===== config.mk =====
export PLATFORM = sky130hd
export DESIGN_NAME = multichannel_dma_controller
export DESIGN_NICKNAME = d
export VERILOG_FILES = /design/src/hdl/dmac_pkg.sv /design/src/hdl/multichannel_dma_controller.sv /design/src/hdl/dmac_ram.sv /design/src/hdl/dmac_queue.sv
export SDC_FILE = /design/constraint.sdc
export NUM_CORES = 2
export LEC_CHECK = 0
export BUFFER_PORTS_ARGS = -buffer_cell sky130_fd_sc_hd__buf_2
export CAP_MARGIN = 20
export CORE_UTILIZATION = 40
export DETAILED_ROUTE_END_ITERATION = 10
export HOLD_SLACK_MARGIN = 0.05
export PLACE_DENSITY = 0.67
export SLEW_MARGIN = 0
export SYNTH_ARGS = -nofsm -noshare
export SYNTH_HDL_FRONTEND = slang
export SYNTH_SLANG_ARGS = --single-unit

===== constraint.sdc =====
create_clock -name clk -period 11.2 [get_ports clk]
set_clock_uncertainty 0.05 [all_clocks]
set_input_delay 2.8 -clock clk [delete_from_list [all_inputs] [get_ports clk]]
set_output_delay 2.8 -clock clk [all_outputs]
set_load 0.005 [all_outputs]

===== src/hdl/dmac_pkg.sv =====
// dmac_pkg: shared types and constants of the multichannel dma controller
// no dependencies; used by dmac_queue and multichannel_dma_controller
package dmac_pkg;

  // bus item commands
  typedef enum logic [1:0] {
    CMD_READ  = 2'd0,
    CMD_WRITE = 2'd1,
    CMD_TICK  = 2'd2,
    CMD_NOP   = 2'd3
  } cmd_t;

  // completion and status codes
  localparam logic [1:0] ERR_NONE     = 2'd0;
  localparam logic [1:0] ERR_UNSUPP   = 2'd1;
  localparam logic [1:0] ERR_OVERFLOW = 2'd2;
  localparam logic [1:0] ERR_CHOP     = 2'd3;

  // register map (low address byte)
  localparam logic [7:0] OFF_CONTROL   = 8'hF0;
  localparam logic [7:0] OFF_INTERRUPT = 8'hF4;
  localparam logic [3:0] SEL_ADDR      = 4'h0;
  localparam logic [3:0] SEL_BLOCK     = 4'h4;
  localparam logic [3:0] SEL_CHCTRL    = 4'h8;

  localparam logic [31:0] CONTROL_RESET = 32'h0765_4321;

  // channel control bits
  localparam int CC_DIR   = 0;
  localparam int CC_STEP  = 1;
  localparam int CC_CHOP  = 8;
  localparam int CC_START = 24;
  localparam int CC_TRIG  = 28;

  typedef logic [2:0] chan_t;

  localparam chan_t CH_GPU = 3'd2;
  localparam chan_t CH_OTC = 3'd6;

  // ordering table clear masks
  localparam logic [23:0] OTC_ADDR_MASK = 24'h1F_FFFC;
  localparam logic [23:0] OTC_LINK_MASK = 24'h1F_FFFF;
  localparam logic [23:0] OTC_LINK_END  = 24'hFF_FFFF;
  localparam logic [16:0] WORDS_FULL    = 17'h1_0000;

  typedef struct packed {
    logic  push;
    logic  pop;
    chan_t ch;
  } queue_ctl_t;

  typedef struct packed {
    logic  empty;
    logic  full;
    chan_t head;
  } queue_status_t;

endpackage


===== src/hdl/multichannel_dma_controller.sv =====
// multichannel_dma_controller: register file, request queue and transfer engine
// depends on dmac_pkg, dmac_queue (and through it dmac_ram)
//
//   channel | handshake          | word contents
//   --------+--------------------+-------------------------------------------------
//   in      | in_valid/in_stall  | cmd, reg_offset, write_data
//   out     | out_valid/out_stall| read_data, mem_*_valid, mem_address, mem_word,
//           |                    | busy_res, done_res, done_channel, error_code
//
// one word per cycle sustained while out_stall is low; a word is taken into the
// input register and its result then loads the result register; the state update
// and result logic between the two registers is a single pass
// rst is synchronous and resets valid flags, the register file, queue pointers and transfer state
// out_stall holds the result register and backs up into in_stall once the
// input register is full; in_valid does not depend on in_stall
module multichannel_dma_controller #(
  parameter int NUM_CHANNELS = 7,
  parameter int QUEUE_DEPTH  = 8
) (
  input  logic        clk,
  input  logic        rst,
  input  logic        in_valid,
  output logic        in_stall,
  input  logic [1:0]  cmd,
  input  logic [7:0]  reg_offset,
  input  logic [31:0] write_data,
  output logic        out_valid,
  input  logic        out_stall,
  output logic [31:0] read_data,
  output logic        mem_write_valid,
  output logic        mem_read_valid,
  output logic [23:0] mem_address,
  output logic [31:0] mem_word,
  output logic        busy_res,
  output logic        done_res,
  output logic [2:0]  done_channel,
  output logic [1:0]  error_code
);

  localparam int CIW = (NUM_CHANNELS > 1) ? $clog2(NUM_CHANNELS) : 1;

  // input register
  logic        s1_valid;
  logic [1:0]  s1_cmd;
  logic [7:0]  s1_off;
  logic [31:0] s1_data;
  logic        fire;

  // architectural state
  logic [31:0] control_reg;
  logic [31:0] interrupt_reg;
  logic [31:0] base_address    [NUM_CHANNELS];
  logic [31:0] block_control   [NUM_CHANNELS];
  logic [31:0] channel_control [NUM_CHANNELS];
  logic        transfer_active;
  logic [23:0] current_address;
  logic [16:0] words_left;

  // next state
  logic [31:0] control_next;
  logic [31:0] interrupt_next;
  logic        transfer_active_next;
  logic [23:0] current_address_next;
  logic [16:0] words_left_next;
  logic        base_we;
  logic        block_we;
  logic        cc_we;
  logic [31:0] cc_val;
  logic        do_move;

  // queue
  dmac_pkg::queue_ctl_t    q_ctl;
  dmac_pkg::queue_ctl_t    q_ctl_fire;
  dmac_pkg::queue_status_t q_stat;

  // decode and selected channel
  logic            hit_ctrl;
  logic            hit_irq;
  logic            hit_ch;
  dmac_pkg::chan_t sel_ch;
  logic [CIW-1:0]  sel_idx;
  logic [31:0]     base_cur;
  logic [31:0]     block_cur;
  logic [31:0]     cc_cur;
  logic [31:0]     cc_after;
  logic [30:0]     irq_low;
  logic            irq_flag;
  logic [4:0]      en_bit;
  logic [1:0]      xfer_sync;
  logic            start_ok;

  // shared word mover
  logic [23:0]     mv_addr;
  logic [16:0]     mv_words;
  logic [23:0]     addr_dec;
  logic [23:0]     addr_inc;
  logic [16:0]     words_dec;

  // result of this pass
  logic [31:0]     r_read_data;
  logic            r_mem_wr;
  logic            r_mem_rd;
  logic [23:0]     r_mem_addr;
  logic [31:0]     r_mem_word;
  logic            r_done;
  logic [1:0]      r_err;

  assign fire     = s1_valid && (!out_valid || !out_stall);
  assign in_stall = s1_valid && !fire;

  always_ff @(posedge clk) begin
    if (rst) begin
      s1_valid <= 1'b0;
    end else if (!in_stall) begin
      s1_valid <= in_valid;
    end
  end

  always_ff @(posedge clk) begin
    if (!in_stall) begin
      s1_cmd  <= cmd;
      s1_off  <= reg_offset;
      s1_data <= write_data;
    end
  end

  // address decode: control and interrupt win over the channel map
  assign hit_ctrl = (s1_off == dmac_pkg::OFF_CONTROL);
  assign hit_irq  = (s1_off == dmac_pkg::OFF_INTERRUPT);
  assign hit_ch   = s1_off[7] && !hit_ctrl && !hit_irq &&
                    ({1'b0, s1_off[6:4]} < 4'(NUM_CHANNELS));

  // one channel slot is touched per word: the queue head on a tick, else the addressed one
  assign sel_ch    = (dmac_pkg::cmd_t'(s1_cmd) == dmac_pkg::CMD_TICK) ? q_stat.head
                                                                      : s1_off[6:4];
  assign sel_idx   = sel_ch[CIW-1:0];
  assign base_cur  = base_address[sel_idx];
  assign block_cur = block_control[sel_idx];
  assign cc_cur    = channel_control[sel_idx];

  assign cc_after  = (s1_off[3:0] == dmac_pkg::SEL_CHCTRL) ? s1_data : cc_cur;

  // interrupt write: bit 31 is the summary flag
  assign irq_low  = s1_data[30:0];
  assign irq_flag = irq_low[15] || (irq_low[23] && (|irq_low[22:16]) && (|irq_low[30:24]));

  // enable bit of a channel sits at 4*ch+3
  assign en_bit    = {q_stat.head, 2'b11};
  assign xfer_sync = cc_cur[10:9];
  assign start_ok  = ((q_stat.head == dmac_pkg::CH_GPU) && !xfer_sync[1] &&
                      cc_cur[dmac_pkg::CC_DIR]) ||
                     ((q_stat.head == dmac_pkg::CH_OTC) && (xfer_sync == 2'd0) &&
                      !cc_cur[dmac_pkg::CC_DIR]);

  // a starting transfer loads from the channel registers, a running one from state
  assign mv_addr   = transfer_active ? current_address : base_cur[23:0];
  assign mv_words  = transfer_active ? words_left :
                     ((block_cur[15:0] == 16'd0) ? dmac_pkg::WORDS_FULL
                                                 : {1'b0, block_cur[15:0]});
  assign addr_dec  = mv_addr - 24'd4;
  assign addr_inc  = mv_addr + 24'd4;
  assign words_dec = mv_words - 17'd1;

  always_comb begin
    control_next         = control_reg;
    interrupt_next       = interrupt_reg;
    transfer_active_next = transfer_active;
    current_address_next = current_address;
    words_left_next      = words_left;
    base_we              = 1'b0;
    block_we             = 1'b0;
    cc_we                = 1'b0;
    cc_val               = cc_cur;
    do_move              = 1'b0;
    q_ctl.push           = 1'b0;
    q_ctl.pop            = 1'b0;
    q_ctl.ch             = s1_off[6:4];
    r_read_data          = '0;
    r_mem_wr             = 1'b0;
    r_mem_rd             = 1'b0;
    r_mem_addr           = '0;
    r_mem_word           = '0;
    r_done               = 1'b0;
    r_err                = dmac_pkg::ERR_NONE;

    case (dmac_pkg::cmd_t'(s1_cmd))
      dmac_pkg::CMD_READ: begin
        if (hit_ctrl) begin
          r_read_data = control_reg;
        end else if (hit_irq) begin
          r_read_data = interrupt_reg;
        end else if (hit_ch) begin
          case (s1_off[3:0])
            dmac_pkg::SEL_ADDR:   r_read_data = base_cur;
            dmac_pkg::SEL_BLOCK:  r_read_data = block_cur;
            dmac_pkg::SEL_CHCTRL: r_read_data = cc_cur;
            default:              r_read_data = '0;
          endcase
        end
      end

      dmac_pkg::CMD_WRITE: begin
        if (hit_ctrl) begin
          control_next = s1_data;
        end else if (hit_irq) begin
          interrupt_next = {irq_flag, irq_low};
        end else if (hit_ch && (s1_off[3:0] inside {dmac_pkg::SEL_ADDR, dmac_pkg::SEL_BLOCK,
                                                   dmac_pkg::SEL_CHCTRL})) begin
          base_we  = (s1_off[3:0] == dmac_pkg::SEL_ADDR);
          block_we = (s1_off[3:0] == dmac_pkg::SEL_BLOCK);
          cc_we    = (s1_off[3:0] == dmac_pkg::SEL_CHCTRL);
          cc_val   = s1_data;
          // ready channel: start bit plus sync mode or manual trigger
          if (cc_after[dmac_pkg::CC_START] &&
              ((|cc_after[10:9]) || cc_after[dmac_pkg::CC_TRIG])) begin
            if (q_stat.full) begin
              r_err = dmac_pkg::ERR_OVERFLOW;
            end else begin
              q_ctl.push = 1'b1;
            end
          end
        end
      end

      dmac_pkg::CMD_TICK: begin
        if (q_stat.empty) begin
          transfer_active_next = 1'b0;
        end else if (transfer_active || control_reg[en_bit]) begin
          do_move = transfer_active;
          if (!transfer_active) begin
            // start attempt: the trigger bit is consumed
            cc_we  = 1'b1;
            cc_val = cc_cur & ~(32'd1 << dmac_pkg::CC_TRIG);
            if (cc_cur[dmac_pkg::CC_CHOP]) begin
              r_done = 1'b1;
              r_err  = dmac_pkg::ERR_CHOP;
            end else if (!start_ok) begin
              r_done = 1'b1;
              r_err  = dmac_pkg::ERR_UNSUPP;
            end else begin
              do_move = 1'b1;
            end
          end

          if (do_move) begin
            transfer_active_next = 1'b1;
            words_left_next      = words_dec;
            if (q_stat.head == dmac_pkg::CH_OTC) begin
              // ordering table: each entry links to the one below it
              r_mem_wr             = 1'b1;
              r_mem_addr           = mv_addr & dmac_pkg::OTC_ADDR_MASK;
              r_mem_word           = {8'd0, (mv_words == 17'd1) ? dmac_pkg::OTC_LINK_END
                                              : (addr_dec & dmac_pkg::OTC_LINK_MASK)};
              current_address_next = addr_dec;
            end else begin
              r_mem_rd             = 1'b1;
              r_mem_addr           = mv_addr;
              current_address_next = cc_cur[dmac_pkg::CC_STEP] ? addr_dec : addr_inc;
            end
            if (words_dec == 17'd0) begin
              r_done = 1'b1;
            end
          end

          // completion: drop start and trigger, clear enable, retire queue head
          if (r_done) begin
            cc_we                = 1'b1;
            cc_val               = cc_cur & ~((32'd1 << dmac_pkg::CC_START) |
                                              (32'd1 << dmac_pkg::CC_TRIG));
            control_next[en_bit] = 1'b0;
            q_ctl.pop            = 1'b1;
            transfer_active_next = 1'b0;
          end
        end
      end

      default: begin
      end
    endcase
  end

  always_ff @(posedge clk) begin
    if (rst) begin
      control_reg     <= dmac_pkg::CONTROL_RESET;
      interrupt_reg   <= '0;
      transfer_active <= 1'b0;
      current_address <= '0;
      words_left      <= '0;
      for (int i = 0; i < NUM_CHANNELS; i++) begin
        base_address[i]    <= '0;
        block_control[i]   <= '0;
        channel_control[i] <= '0;
      end
    end else if (fire) begin
      control_reg     <= control_next;
      interrupt_reg   <= interrupt_next;
      transfer_active <= transfer_active_next;
      current_address <= current_address_next;
      words_left      <= words_left_next;
      if (base_we) begin
        base_address[sel_idx] <= s1_data;
      end
      if (block_we) begin
        block_control[sel_idx] <= s1_data;
      end
      if (cc_we) begin
        channel_control[sel_idx] <= cc_val;
      end
    end
  end

  // queue only moves on a processed word
  always_comb begin
    q_ctl_fire      = q_ctl;
    q_ctl_fire.push = q_ctl.push && fire;
    q_ctl_fire.pop  = q_ctl.pop && fire;
  end

  dmac_queue #(
    .DEPTH (QUEUE_DEPTH)
  ) u_queue (
    .clk  (clk),
    .rst  (rst),
    .ctl  (q_ctl_fire),
    .stat (q_stat)
  );

  // result register
  always_ff @(posedge clk) begin
    if (rst) begin
      out_valid <= 1'b0;
    end else if (fire) begin
      out_valid <= 1'b1;
    end else if (!out_stall) begin
      out_valid <= 1'b0;
    end
  end

  always_ff @(posedge clk) begin
    if (fire) begin
      read_data       <= r_read_data;
      mem_write_valid <= r_mem_wr;
      mem_read_valid  <= r_mem_rd;
      mem_address     <= r_mem_addr;
      mem_word        <= r_mem_word;
      busy_res        <= transfer_active_next;
      done_res        <= r_done;
      done_channel    <= r_done ? q_stat.head : 3'd0;
      error_code      <= r_err;
    end
  end

endmodule


===== src/hdl/dmac_ram.sv =====
// dmac_ram: generic single write port ram with registered read
// no dependencies
module dmac_ram #(
  parameter int WIDTH = 8,
  parameter int DEPTH = 16
) (
  input  logic                                     clk,
  input  logic                                     we,
  input  logic [(DEPTH > 1 ? $clog2(DEPTH) : 1)-1:0] waddr,
  input  logic [WIDTH-1:0]                         wdata,
  input  logic [(DEPTH > 1 ? $clog2(DEPTH) : 1)-1:0] raddr,
  output logic [WIDTH-1:0]                         rdata
);

  logic [WIDTH-1:0] mem [DEPTH];

  always_ff @(posedge clk) begin
    if (we) begin
      mem[waddr] <= wdata;
    end
    rdata <= mem[raddr];
  end

endmodule


===== src/hdl/dmac_queue.sv =====
// dmac_queue: channel request fifo, ram backed, head word registered
// depends on dmac_pkg and dmac_ram
module dmac_queue #(
  parameter int DEPTH = 8
) (
  input  logic                   clk,
  input  logic                   rst,
  input  dmac_pkg::queue_ctl_t   ctl,
  output dmac_pkg::queue_status_t stat
);

  localparam int AW = $clog2(DEPTH);
  localparam int CW = $clog2(DEPTH + 1);

  logic [AW-1:0]        rd_ptr;
  logic [AW-1:0]        wr_ptr;
  logic [AW-1:0]        rd_ptr_next;
  logic [CW-1:0]        count;
  logic                 push_ok;
  logic                 pop_ok;
  logic                 bypass;
  dmac_pkg::chan_t      bypass_ch;
  dmac_pkg::chan_t      ram_q;

  function automatic logic [AW-1:0] ptr_inc(input logic [AW-1:0] p);
    return (p == AW'(DEPTH - 1)) ? '0 : p + AW'(1);
  endfunction

  assign push_ok     = ctl.push && (count != CW'(DEPTH));
  assign pop_ok      = ctl.pop && (count != '0);
  assign rd_ptr_next = pop_ok ? ptr_inc(rd_ptr) : rd_ptr;

  // read address follows the next head so the word is ready after the edge
  dmac_ram #(
    .WIDTH ($bits(dmac_pkg::chan_t)),
    .DEPTH (DEPTH)
  ) u_ram (
    .clk   (clk),
    .we    (push_ok),
    .waddr (wr_ptr),
    .wdata (ctl.ch),
    .raddr (rd_ptr_next),
    .rdata (ram_q)
  );

  always_ff @(posedge clk) begin
    if (rst) begin
      rd_ptr <= '0;
      wr_ptr <= '0;
      count  <= '0;
      bypass <= 1'b0;
    end else begin
      rd_ptr <= rd_ptr_next;
      if (push_ok) begin
        wr_ptr <= ptr_inc(wr_ptr);
      end
      if (push_ok && !pop_ok) begin
        count <= count + CW'(1);
      end else if (pop_ok && !push_ok) begin
        count <= count - CW'(1);
      end
      // write into the slot being read: ram returns old data this once
      bypass <= push_ok && (wr_ptr == rd_ptr_next);
    end
  end

  always_ff @(posedge clk) begin
    bypass_ch <= ctl.ch;
  end

  assign stat.empty = (count == '0);
  assign stat.full  = (count == CW'(DEPTH));
  assign stat.head  = bypass ? bypass_ch : ram_q;

endmodule

==> flow_summary.toml <==
[place]
placedCellCount = 5347
post_dp_cell_area_um2 = 49320
place_hpwl_mm = 93.31
place.gp.congestion = 0.9608
portBuffers = 136

[worst_setup_path]
critical_path.max_fanout = 65
crit_family = "simple AND/OR/NAND/NOR gates"
arrival_ns = 9.11
path_common_cell = "buf_4"
critPathRequiredTime_ns = 11.50
cp_slowest_cell = "nand4_2"
crit_chain = "inv_1 -> ha_2 -> buf_4 -> inv_1 -> o21ai_4 -> mux2i_1 -> mux4_2 -> a21o_1 -> nand4b_1 -> or2_1 -> or4_4 -> a211oi_4 -> a21oi_2 -> o32ai_4 -> buf_4 -> nand4_2 -> nand2_1 -> buf_4"
worstSetupEndpointType = "flop"
crit_type = "reg2reg"
critPathBufInv = 5
worstSetupStartpointType = "flop"
worst_path_largest_cell_delay_ns = 0.91

[synth]
yosys.area.top_type = "edfxtp_1"
synth_cell_type_count = 90
synth_area_leaders = "edfxtp_1, dfxtp_1, mux4_2"
synth_fa_ha_area_frac = 0.004418
yosys_warnings = 0
synth_edf_count = 825
synthSimpleGateAreaFrac = 0.1285
yosysSeqAreaShare = 0.6211
muxShareOfSynthArea = 0.1052
synth.cell_area_um2 = 47010
netlist_instances = 3857
synth_compound_area_frac = 0.09241
postSynthAreaPerCell_um2 = 12.19
yosysTopAreaCellShare = 0.5270
synth_top_family_by_area = "simple AND/OR/NAND/NOR gates"
ys_async_sr_fraction = 0
synth.most_common_cell = "edfxtp_1"
synth_seq_cells = 1046
synth_xor_area_frac = 0.01043
synthTopCellsByCount = "edfxtp_1, nor2_1, nand2_1"
synth_flop_cell = "edfxtp_1"

[drt]
drtPass1Iterations = 9
wl_per_cell_um = 26.33
antenna_left = 0
drt-total-wl_mm = 146.2
num_vias = 33260
drtIter0Drc = 4965
drc = 0
vias_per_cell = 5.991

[floorplan]
die_h_um = 344.8
core_area_um2 = 116400
io_pins = 145
die_area_um2 = 118900
die_w_um = 344.8
rows = 125
floorplan.initialDensity = 0.4040

[sta]
fin_crit_ns = 8.819
timing.slew.headroom = 0.1686
fin_crit_sh = 0.7874
max_freq_mhz = 113.4
rsz0062_at_grt = "false"
setup_tns_ns = 0
setup_violations = 0
slew_violations = 0
hold_viol_final = 0
tightest_slew_ns = 1.212

[run_status]
outcome = "complete, no violations"

[clocking]
cts.clk_slew.worst_paths_ns = 0.07
cts_sinks = 1046
htreeDepth = 3
ctsResizeCount = 0
clk_latency_ns = 0.70
cts_buffer_depth = 3
cts_root_buf = "clkbuf_16"
cts_tree = "done"
cts_made_buffers = 107
postCtsSetupRepairBufs = 0
hold_buffers = 0

[power]
power.leakage_nw = 18.63
ir_drop_mv = 0.1204
switching_share = 0.2445
pwr-share-clk = 0.413
powerDensity_nw_per_um2 = 165.0
combinationalPowerShare = 0.093
power.internal_mw = 6.596
p_seq_frac = 0.494
p_sw_mw = 2.135

[global_route]
antenna_found_initial = 12
overflow = 0
grt_max_degree = 98
grtUsageTotal = 0.2444
grt_pass1_wl_mm = 213.1
grt_pass1_vias = 31540

[finish]
top_regs = "base_address (256), block_control (256), channel_control (256)"
drive_above_1_share = 0.1610
area_growth_pct = 12.54
nets = 3997
final_cells = 5551
post-route-util = 0.4547
stdcell_area_um2 = 52910

[worst_hold_path]
hold_class = "reg2reg"

[job]
maxCapViolCount = 0
## final timing paths
check                                              to                 from  slack, ns  cells after the start
worst max-delay path            channel_control[2][7]            s1_cmd[0]       2.38                     18
worst min-delay path              current_address[10]  current_address[10]       0.40                      2
worst max register to register  channel_control[2][7]            s1_cmd[0]       2.38                     18
worst min register to register    current_address[10]  current_address[10]       0.40                      2
## worst reg2reg max path, stage by stage, from the launching register on
cell and delay [ns]:
edfxtp_1 0.40, inv_1 0.11, ha_2 0.71, buf_4 0.44
inv_1 0.41, o21ai_4 0.86, mux2i_1 0.29, mux4_2 0.33
a21o_1 0.27, nand4b_1 0.26, or2_1 0.39, or4_4 0.53
a211oi_4 0.35, a21oi_2 0.16, o32ai_4 0.11, buf_4 0.63
nand4_2 1.00, nand2_1 0.73, buf_4 0.42
## cell type report
type                    count  area [um2]
fillers                 10460       63450
clock inverters            54       546.8
well taps                1524        1907
flip-flops and latches   1046       29200
diodes                      1       2.502
clock buffers             146        2977
inverters                 139       524.3
multi-input cells        2395       16190
repair buffers            246        1562
## layer usage
metal,global-route usage,up-vias,wire [um]
met5,0,-,93
met4,0.1172,12,7677
met3,0.05766,397,16700
met2,0.3709,2066,65190
met1,0.3303,16470,56510
li1,-,14320,-
## power by group through the flow
stage          registers, mW  clock network, mW  logic, mW
2_1_floorplan           4.38                  0      0.497
3_3_place_gp            4.39                  0      0.787
3_5_place_dp            4.39                  0      0.792
4_1_cts                 4.31               3.64      0.795
5_1_grt                 4.32               3.80      0.849
6_report                4.31               3.60      0.814
## logic make-up after synthesis
group / count (synthesis)
mux: 287
buf+inv: 423
other cells: 1
xor+xnor: 56
simple gates: 1342
compound gates: 686
fa+ha+maj: 16
flops: 1046
## placed cells by master, fill, tap and decap left out, types with 27 or more instances in the layout
master / n
and2_1: 91
dfxtp_1: 221
buf_4: 108
nand4_1: 35
xnor2_1: 34
nor2_1: 590
mux4_2: 162
edfxtp_1: 825
nor3_1: 48
a21boi_0: 30
mux2i_1: 113
buf_2: 135
nor2b_1: 42
nand3_1: 78
clkbuf_16: 109
a21oi_1: 281
o21ai_0: 126
nor3b_1: 27
inv_1: 137
nand2_1: 325
## through the flow
stage	hold WS (ns)	setup slack (ns)	total power [mW]
2_1_floorplan	0.3768	2.460	4.876
3_3_place_gp	0.3838	2.762	5.178
3_5_place_dp	0.3933	2.551	5.187
4_1_cts	0.4016	2.554	8.750
5_1_grt	0.4219	1.984	8.967
6_report	0.4008	2.382	8.731
(Power assumes the default switching activity.)
